$ cat src/rtl/nfba_pkg.sv
package nfba_pkg;

  // Operation codes of an input beat
  localparam logic OP_ALLOC = 1'b0;
  localparam logic OP_FREE  = 1'b1;

  // Result status codes
  localparam logic [1:0] ST_OK       = 2'd0;
  localparam logic [1:0] ST_FULL     = 2'd1;
  localparam logic [1:0] ST_BAD_FREE = 2'd2;

  // The scan looks at one chunk of the bitmap per cycle
  localparam int CHUNK_BITS = 8;
  localparam int CHUNK_SH   = 3;

  typedef enum logic [1:0] {
    S_IDLE,
    S_SCAN,
    S_ALLOC,
    S_FREE
  } state_t;

  typedef struct packed {
    logic load;
    logic step;
    logic commit_alloc;
    logic commit_free;
  } dp_cmd_t;

  typedef struct packed {
    logic last_chunk;
  } dp_stat_t;

endpackage

$ cat src/rtl/nfba_ctrl.sv
module nfba_ctrl (
  input  logic               clk,
  input  logic               rst_n,
  input  logic               in_valid,
  input  logic               in_operation,
  output logic               in_ready,
  output logic               out_valid,
  input  logic               out_ready,
  output nfba_pkg::dp_cmd_t  cmd,
  input  nfba_pkg::dp_stat_t stat
);
  import nfba_pkg::*;

  state_t state_r, state_nxt;
  logic   out_valid_r, out_valid_nxt;
  logic   out_free;

  // The result register may be reloaded once its beat leaves
  assign out_free  = !out_valid_r || out_ready;
  assign in_ready  = (state_r == S_IDLE);
  assign out_valid = out_valid_r;

  always_comb begin
    state_nxt = state_r;
    unique case (state_r)
      S_IDLE: begin
        if (in_valid) begin
          state_nxt = (in_operation == OP_FREE) ? S_FREE : S_SCAN;
        end
      end
      S_SCAN: begin
        if (stat.last_chunk) begin
          state_nxt = S_ALLOC;
        end
      end
      S_ALLOC, S_FREE: begin
        if (out_free) begin
          state_nxt = S_IDLE;
        end
      end
      default: state_nxt = S_IDLE;
    endcase
  end

  always_comb begin
    cmd              = '0;
    cmd.load         = (state_r == S_IDLE) && in_valid;
    cmd.step         = (state_r == S_SCAN);
    cmd.commit_alloc = (state_r == S_ALLOC) && out_free;
    cmd.commit_free  = (state_r == S_FREE) && out_free;
  end

  always_comb begin
    priority if (cmd.commit_alloc || cmd.commit_free) begin
      out_valid_nxt = 1'b1;
    end else if (out_ready) begin
      out_valid_nxt = 1'b0;
    end else begin
      out_valid_nxt = out_valid_r;
    end
  end

  always_ff @(posedge clk) begin
    if (!rst_n) begin
      state_r     <= S_IDLE;
      out_valid_r <= 1'b0;
    end else begin
      state_r     <= state_nxt;
      out_valid_r <= out_valid_nxt;
    end
  end

endmodule

$ cat src/rtl/nfba_datapath.sv
module nfba_datapath #(
  parameter int NUM_SLOTS = 32
) (
  input  logic               clk,
  input  logic               rst_n,
  input  nfba_pkg::dp_cmd_t  cmd,
  output nfba_pkg::dp_stat_t stat,
  input  logic [7:0]         in_slot_to_free,
  output logic [1:0]         out_status,
  output logic [7:0]         out_granted_slot
);
  import nfba_pkg::*;

  localparam int SW     = $clog2(NUM_SLOTS);
  localparam int NCHUNK = (NUM_SLOTS + CHUNK_BITS - 1) / CHUNK_BITS;
  localparam int CW     = $clog2(NCHUNK);
  localparam int IW     = CW + CHUNK_SH;
  localparam int PADW   = NCHUNK * CHUNK_BITS;

  logic [NUM_SLOTS-1:0]  used_r, used_nxt;
  logic [SW-1:0]         ptr_r, ptr_nxt;
  logic [7:0]            slot_r;
  logic [CW-1:0]         chunk_r;
  logic                  hit_hi_r, hit_any_r;
  logic [SW-1:0]         hi_slot_r, any_slot_r;
  logic [1:0]            status_r, status_nxt;
  logic [7:0]            granted_r, granted_nxt;

  logic [PADW-1:0]       free_pad;
  logic [CHUNK_BITS-1:0] chunk_bits;
  logic                  hi_f, any_f;
  logic [IW-1:0]         hi_idx, any_idx;
  logic [SW-1:0]         pick;
  logic [SW-1:0]         free_idx;
  logic                  free_ok;

  assign stat.last_chunk = (chunk_r == CW'(NCHUNK - 1));
  assign out_status       = status_r;
  assign out_granted_slot = granted_r;

  // Slots past the end read as used so the scan never picks them
  always_comb begin
    free_pad                = '0;
    free_pad[NUM_SLOTS-1:0] = ~used_r;
  end

  assign chunk_bits = free_pad[{chunk_r, {CHUNK_SH{1'b0}}} +: CHUNK_BITS];

  // Lowest free slot in the chunk, overall and at or above the pointer
  always_comb begin
    logic [IW-1:0] idx;
    hi_f    = 1'b0;
    any_f   = 1'b0;
    hi_idx  = '0;
    any_idx = '0;
    for (int j = CHUNK_BITS - 1; j >= 0; j--) begin
      idx = {chunk_r, CHUNK_SH'(j)};
      if (chunk_bits[j]) begin
        any_f   = 1'b1;
        any_idx = idx;
        if (idx >= IW'(ptr_r)) begin
          hi_f   = 1'b1;
          hi_idx = idx;
        end
      end
    end
  end

  assign pick     = hit_hi_r ? hi_slot_r : any_slot_r;
  assign free_idx = slot_r[SW-1:0];
  assign free_ok  = ({1'b0, slot_r} < 9'(NUM_SLOTS)) && used_r[free_idx];

  always_comb begin
    used_nxt    = used_r;
    ptr_nxt     = ptr_r;
    status_nxt  = status_r;
    granted_nxt = granted_r;
    priority if (cmd.commit_alloc) begin
      if (hit_hi_r || hit_any_r) begin
        used_nxt[pick] = 1'b1;
        ptr_nxt        = (pick >= SW'(NUM_SLOTS - 1)) ? '0 : pick + 1'b1;
        status_nxt     = ST_OK;
        granted_nxt    = 8'(pick);
      end else begin
        status_nxt  = ST_FULL;
        granted_nxt = '0;
      end
    end else if (cmd.commit_free) begin
      granted_nxt = '0;
      if (free_ok) begin
        used_nxt[free_idx] = 1'b0;
        status_nxt         = ST_OK;
        if (free_idx < ptr_r) begin
          ptr_nxt = free_idx;
        end
      end else begin
        status_nxt = ST_BAD_FREE;
      end
    end else begin
      used_nxt = used_r;
    end
  end

  always_ff @(posedge clk) begin
    if (!rst_n) begin
      used_r <= '0;
      ptr_r  <= '0;
    end else begin
      used_r <= used_nxt;
      ptr_r  <= ptr_nxt;
    end
  end

  always_ff @(posedge clk) begin
    if (!rst_n) begin
      chunk_r   <= '0;
      hit_hi_r  <= 1'b0;
      hit_any_r <= 1'b0;
    end else if (cmd.load) begin
      chunk_r   <= '0;
      hit_hi_r  <= 1'b0;
      hit_any_r <= 1'b0;
    end else if (cmd.step) begin
      chunk_r <= chunk_r + 1'b1;
      if (!hit_hi_r && hi_f) begin
        hit_hi_r <= 1'b1;
      end
      if (!hit_any_r && any_f) begin
        hit_any_r <= 1'b1;
      end
    end
  end

  // Payload registers: hold the beat and the first hits of the scan
  always_ff @(posedge clk) begin
    if (cmd.load) begin
      slot_r <= in_slot_to_free;
    end
    if (cmd.step && !hit_hi_r && hi_f) begin
      hi_slot_r <= hi_idx[SW-1:0];
    end
    if (cmd.step && !hit_any_r && any_f) begin
      any_slot_r <= any_idx[SW-1:0];
    end
    if (cmd.commit_alloc || cmd.commit_free) begin
      status_r  <= status_nxt;
      granted_r <= granted_nxt;
    end
  end

endmodule

$ cat src/rtl/next_fit_bitmap_id_allocator_unit.sv
// Channel  Ports                                         Direction
// in       in_valid in_ready in_operation in_slot_to_free  request beat in
// out      out_valid out_ready out_status out_granted_slot result beat out
//
// One item at a time. A free is accepted and then committed from S_FREE;
// an allocate first scans the bitmap in S_SCAN, one 8-slot chunk of the
// bitmap per cycle, and then commits from S_ALLOC.
// Reset clears the bitmap and the next-fit pointer at once; no sweep.
// A result waiting on out_ready does not block the next accept; only the
// commit of that next item waits for the result register to empty.
module next_fit_bitmap_id_allocator_unit #(
  parameter int NUM_SLOTS = 32
) (
  input  logic       clk,
  input  logic       rst_n,
  input  logic       in_valid,
  output logic       in_ready,
  input  logic       in_operation,
  input  logic [7:0] in_slot_to_free,
  output logic       out_valid,
  input  logic       out_ready,
  output logic [1:0] out_status,
  output logic [7:0] out_granted_slot
);
  import nfba_pkg::*;

  dp_cmd_t  cmd;
  dp_stat_t stat;

  nfba_ctrl u_ctrl (
    .clk          (clk),
    .rst_n        (rst_n),
    .in_valid     (in_valid),
    .in_operation (in_operation),
    .in_ready     (in_ready),
    .out_valid    (out_valid),
    .out_ready    (out_ready),
    .cmd          (cmd),
    .stat         (stat)
  );

  nfba_datapath #(
    .NUM_SLOTS (NUM_SLOTS)
  ) u_datapath (
    .clk              (clk),
    .rst_n            (rst_n),
    .cmd              (cmd),
    .stat             (stat),
    .in_slot_to_free  (in_slot_to_free),
    .out_status       (out_status),
    .out_granted_slot (out_granted_slot)
  );

endmodule

$ cat config.mk
export PLATFORM = sky130hd
export DESIGN_NAME = next_fit_bitmap_id_allocator_unit
export DESIGN_NICKNAME = d
export VERILOG_FILES = /design/src/rtl/nfba_pkg.sv /design/src/rtl/nfba_ctrl.sv /design/src/rtl/nfba_datapath.sv /design/src/rtl/next_fit_bitmap_id_allocator_unit.sv
export SDC_FILE = /design/constraint.sdc
export NUM_CORES = 1
export LEC_CHECK = 0
export BUFFER_PORTS_ARGS = -buffer_cell sky130_fd_sc_hd__buf_2
export CAP_MARGIN = 0
export CORE_MARGIN = 5
export CORE_UTILIZATION = 55
export DETAILED_ROUTE_END_ITERATION = 8
export PLACE_DENSITY = 0.85
export SKIP_LAST_GASP = 1
export SYNTH_ARGS = -nofsm -noshare
export SYNTH_HDL_FRONTEND = slang
export SYNTH_SLANG_ARGS = --single-unit
$ cat constraint.sdc
create_clock -name clk -period 2.7 [get_ports clk]
set_input_delay 0.27 -clock clk [delete_from_list [all_inputs] [get_ports clk]]
set_output_delay 0.27 -clock clk [all_outputs]
set_load 0.01 [all_outputs]
After elaboration in Yosys (flattened, before gate mapping)
Index checks and enable logic that the tools add are counted. W data, S select, Z words.

Register bits: 72. Bits of input ports: 13. Output and inout bits: 12. Logic and storage cells: 158.

$add $sub $neg: 2. Magnitude comparators: 15. Equality and inequality tests: 8. Shift operators: 1. Multiplexer cells: 79. Bitwise gates (word level): 5. Reduce and logical (&&, ||, !) cells: 33.

Operator list (count): $mux W5 (32); $mux W32 (4); $not A32 Y32 (2); $ge A5 B5 Y1 (8); $and A32 B32 Y32 (1); $or A32 B32 Y32 (1); $shiftx A32 B6 Y8 (1); $mux W1 (30); $mux W8 (2); $mux W2 (7); $logic_and A1 B1 Y1 (12); $lt A5 B6 Y1 const B (2); $demux W1 S5 (2); $ge A5 B1 Y1 const B (2); $lt A8 B6 Y1 const B (1); $reduce_bool A2 Y1 (4); $eq A2 B2 Y1 const B (3); $ne A2 B2 Y1 const B (3); $pmux W2 S3 (1); $reduce_and A2 Y1 (3); $reduce_and A3 Y1 (2); $reduce_or A2 Y1 (3); $add A5 B1 Y5 const B (1); $bmux W1 S5 (1); 11 further kinds (15).

Logic depth before layout (Yosys ltp)
Word-level depth: 19. Mapped depth: 11.

Modules after synthesis
Synthesis repeated with hierarchy kept, for this count alone.

Cell total of the unflattened synthesis: 436. Area total of the unflattened synthesis: 4162.7 µm².

Modules (own cells, without submodules): nfba_datapath (instances 1, cells an instance 417, area an instance 3982.6 µm²); nfba_ctrl (instances 1, cells an instance 19, area an instance 180.2 µm²).

Least setup slack after synthesis
Ideal clock, no wire load.

Path kind: reg-to-reg. Start point: reg u_datapath.chunk_r[0]. End point: reg u_datapath.hi_slot_r[0], enable pin. Library setup time: 0.374 ns. Arrival time: 2.190 ns. Slack: 0.136 ns. Stages on the path, launching flop included: 6. Period minus slack after synthesis: 2.564 ns. Cells stage by stage: dfxtp_1 buf_6 mux4_2 a222oi_1 nor3b_2 nor3_1.

Cells in the longest elaborated chain, start to end: 18. Elaborated cells between the ends (all ways): 26. Classes of those cells: 8 x order compare; 1 x shift; 16 x mux; 1 x reduce/logical.

RTL lines: from (decl) (line nfba_datapath.sv:23) `logic [CW-1:0] chunk_r;`; from (signal assigned) (line nfba_datapath.sv:124) `chunk_r <= chunk_r + 1'b1;`; branches (longest 16 deep; another with $shiftx A32 B6 Y8); $mux W1 (*) (line nfba_datapath.sv:58) `if (chunk_bits[j]) begin`; $logic_and A1 B1 Y1 (*) (line nfba_datapath.sv:139) `if (cmd.step && !hit_hi_r && hi_f) begin`; to (signal assigned) (line nfba_datapath.sv:140) `hi_slot_r <= hi_idx[SW-1:0];`; to (decl) (line nfba_datapath.sv:25) `logic [SW-1:0] hi_slot_r, any_slot_r;`.

Mark *: on every way between the ends. A chain may end at the register's enable or synchronous reset.

Worst setup path in the final report
Start point: reg u_datapath.slot_r[0]. End point: reg u_datapath.ptr_r[1].

Cells in the longest elaborated chain, start to end: 5. Elaborated cells between the ends (all ways): 8. Classes of those cells: 2 x order compare; 2 x mux; 4 x reduce/logical.

RTL lines: from (decl) (line nfba_datapath.sv:22) `logic [7:0] slot_r;`; from (signal assigned) (line nfba_datapath.sv:137) `slot_r <= in_slot_to_free;`; $bmux W1 S5 (line nfba_datapath.sv:71) `assign free_ok = ({1'b0, slot_r} < 9'(NUM_SLOTS)) && used_r[free_idx];`; $mux W1 (not written as such) (line nfba_datapath.sv:71); $logic_and A1 B1 Y1 (line nfba_datapath.sv:71); $reduce_bool A2 Y1 (no line); $reduce_and A4 Y1 (no line) (*); to (signal assigned) (line nfba_datapath.sv:110) `ptr_r <= ptr_nxt;`; to (decl) (line nfba_datapath.sv:21) `logic [SW-1:0] ptr_r, ptr_nxt;`.

Every way passes the cells marked *; elsewhere a longest branch is shown, timed or not. The select of a mux whose other input is x is not followed.

==> results by group <==
Run status
  – Status: finished clean

STA
  – Max Slew Vio Count: 0
  – Max frequency: ~0.4 GHz
  – Unrepaired setup endpoints after global routing: no
  – Final period util: a little over 90%
  – Fin. Hold Viols: 0
  – Max-slew headroom: about 47%
  – Minimum clock period: around 2.5 ns
  – Setup violators final: 0
  – Clock Skews: around 0.014 ns
  – Measured slew at the worst slew-check pin: a little under 0.8 ns

Synth
  – EDFF count, synth: 25
  – Primary FF master, synth: dfxtp_1
  – Synth cell types: 65
  – Register bit total from synthesis: 69
  – Avg Cell Area, Syn: 9.46 µm²
  – Mapped Cells: roughly 450
  – Register area share after synthesis: between 30% and 40%
  – Ys Warns: 0
  – Asr flop ratio synth: 0%
  – Mapped cell area: 4280 µm²

Finish
  – Area of the multi-input gates: between 2000 and 2500 µm²
  – Synth-to-layout area growth: 9.70%
  – Most frequent cells in the layout: nand2_1 (52), a21oi_1 (43), dfxtp_1 (43), nor2_1 (32), a311oi_1 (28)
  – Final core occ: a little over 60%
  – FILL cells: around 650
  – Commonest non-fill, non-tap cell in the layout: nand2_1
  – Layout cells sized above 1: roughly 17%
  – Sequential cell area: 1630 µm²
  – ANT cells: 0
  – Cell area after layout: 4700 µm²
  – Final net count: just over 500

Global routing
  – Vias in the first global route: approximately 3700
  – Initial antenna violation count: 0
  – First-pass GRT wire length: approximately 19000 µm
  – Gr ovfl total: 0
  – Largest net degree at the start of global routing: 33
  – Total track usage: 24.8%

Die
  – Area of the die: about 9700 µm²
  – Die height: approximately 100 µm
  – Cell Rows: 32
  – # IOs: 25
  – Core Region: between 7000 and 8000 µm²
  – Die W: around 100 µm
  – Starting Density: between 50% and 60%

Clock network
  – TritonCTS buffer count: 9
  – CTS H-tree lvls: 3
  – Clock sink count: 69
  – Reg clk slew, reported paths: roughly 0.080 ns
  – Postcts setup bufs: 0
  – Hold Buf Count CTS: 0
  – Clock latency at the later pin of the worst-skew pair: 0.36 ns
  – # resized after CTS: 1
  – Clk root buf: clkbuf_8
  – CTS tree: yes
  – Longest Clk Path Bufs: 2

Power
  – Clock share of power: ~35%
  – P_leak: 0.00167 µW
  – P_int: between 1500 and 2000 µW
  – Psw: ~710 µW
  – Logic pwr share: between 10% and 20%
  – Register share of total power: about half
  – PwrDens: 511 nW/µm²
  – Sw Share: between 20% and 30%
  – Max IR drop VDD: roughly 0.33 mV

Worst setup path
  – Critical-path maximum fanout: 22
  – Crit Path Class: flip-flop to flip-flop
  – Slowest stage cell on the critical path: and4_1
  – Endpoint class of the critical path: flip-flop
  – Reg2reg path depth: 7
  – Max incr delay on CP: between 0.4 and 0.5 ns
  – Worst setup SP type: flip-flop
  – Critical Path RT: about 3 ns
  – Cell Chain, Critical Path: buf_12 > mux2i_1 > o221ai_1 > a22oi_1 > and4_1 > o21a_1 > mux2i_1
  – CP most frequent cell: mux2i_1
  – Worst path arrival time: ~2.8 ns

Routing
  – Post-DRT Antenna Nets: 0
  – DRT iter0 DRCs: ~290
  – First-pass iteration count of the detailed router: 6
  – Vias: 3872
  – DRC: 0
  – Drt via density: 6.61
  – WL final: approximately 12000 µm
  – Wire per inst: 20.1 µm

Place
  – DP HPWL: 8650 µm
  – Placed inst area: between 4000 and 5000 µm²
  – PortBufs: 21
  – GP Congestion: between 0.9 and 1

Run
  – Max-Cap Viols: 0

Min path
  – Worst hold stages: 1
  – Worst hold path class: input pin to flip-flop
power groups by stage:
stage	Combinational [µW]	Sequential (µW)	Clock [µW]
after floorplan	304	1170	0
after global placement	380	1190	0
after detailed placement	393	1190	0
after CTS	397	1160	835
after global routing	442	1170	886
final	406	1170	832
worst max-delay path: cells and delay by family (launching register included):
kind,cells,cell delay (ns)
multiplexers,2,0.60
flip-flops,1,0.37
AND/OR/NAND/NOR,1,0.46
AO/OA/AOI/OAI,3,0.78
buffers and inverters,1,0.20
kinds of logic (layout without fill, tap and decap cells):
| family | count (synthesis) | after routing | synth area share, % |
|---|---|---|---|
| fa+ha+maj | 13 | 13 | 3.80 |
| simple gates | 158 | 158 | 19.3 |
| compound gates | 127 | 127 | 20.6 |
| xor+xnor | 2 | 2 | 0.409 |
| other cells | 1 | 3 | 0.0875 |
| flops | 69 | 69 | 38.1 |
| buf+inv | 50 | 79 | 7.56 |
| mux | 33 | 33 | 10.2 |
path summary, 6_finish.rpt:
kind                         from                    to  slack (ns)
max reg2reg  u_datapath.slot_r[0]   u_datapath.ptr_r[1]        0.18
min reg2reg   u_datapath.ptr_r[4]   u_datapath.ptr_r[4]        0.48
min            in_slot_to_free[6]  u_datapath.slot_r[6]        0.08
max          u_datapath.slot_r[0]   u_datapath.ptr_r[1]        0.18
state kept, by name, summed over array words and instances (netlist names):
register and count:
u_datapath.hit_hi_r 1, u_ctrl.state_r 2, u_datapath.ptr_r 5, u_datapath.hi_slot_r 5, u_datapath.slot_r 8, u_datapath.used_r 32, u_ctrl.out_valid 1, u_datapath.any_slot_r 5
u_datapath.out_granted_slot 5, u_datapath.hit_any_r 1, u_datapath.chunk_r 2, u_datapath.out_status 2
layout make-up:
cell class,count,share of cell area (%)
tap,102,2.72
multi-input combinational,336,49.9
clock inverter,4,0.612
sequential,69,34.7
clock buffer,12,3.54
inverter,17,1.94
timing repair buffer,46,6.50
routing by layer:
| metal | up-vias | track usage [%] | wire, µm |
|---|---|---|---|
| met3 | 61 | 4.29 | 979 |
| met4 | 0 | 16.5 | 666 |
| met2 | 213 | 38.7 | 5510 |
| met5 | - | 0 | 0 |
| met1 | 1827 | 31.4 | 4600 |
| li1 | 1771 | - | - |
stage by stage:
| step | setup WS [ns] | power, µW | TNS (ns) | instances | hold slack, ns |
|---|---|---|---|---|---|
| after CTS | 0.0753 | 2400 | 0 | 586 | 0.0725 |
| after global routing | 0.0284 | 2500 | 0 | 586 | 0.0850 |
| after detailed placement | -0.0597 | 1580 | -0.298 | 570 | 0.448 |
| after global placement | 0.0882 | 1560 | 0 | 570 | 0.446 |
| final | 0.182 | 2400 | 0 | 586 | 0.0776 |
| after floorplan | 0.136 | 1470 | 0 | 455 | 0.369 |
synthesized netlist by cell type, types with 5 or more instances:
cell type / n / area (µm²)
nor3_1: 17 / 85.1
o21ai_0: 11 / 55.1
a21oi_1: 43 / 215
inv_1: 14 / 52.6
clkbuf_1: 12 / 45.0
dfxtp_1: 44 / 881
nor2_1: 32 / 120
ha_1: 13 / 163
a311oi_1: 28 / 245
and2_1: 6 / 37.5
buf_6: 5 / 56.3
o221ai_1: 6 / 52.6
mux4_2: 7 / 158
nand3_1: 9 / 45.0
nand4_1: 9 / 56.3
edfxtp_1: 25 / 751
nand2_1: 52 / 195
buf_2: 6 / 30.0
mux2i_1: 24 / 240
nand3b_1: 5 / 37.5
Note: power is estimated with default switching activity, not from simulation.
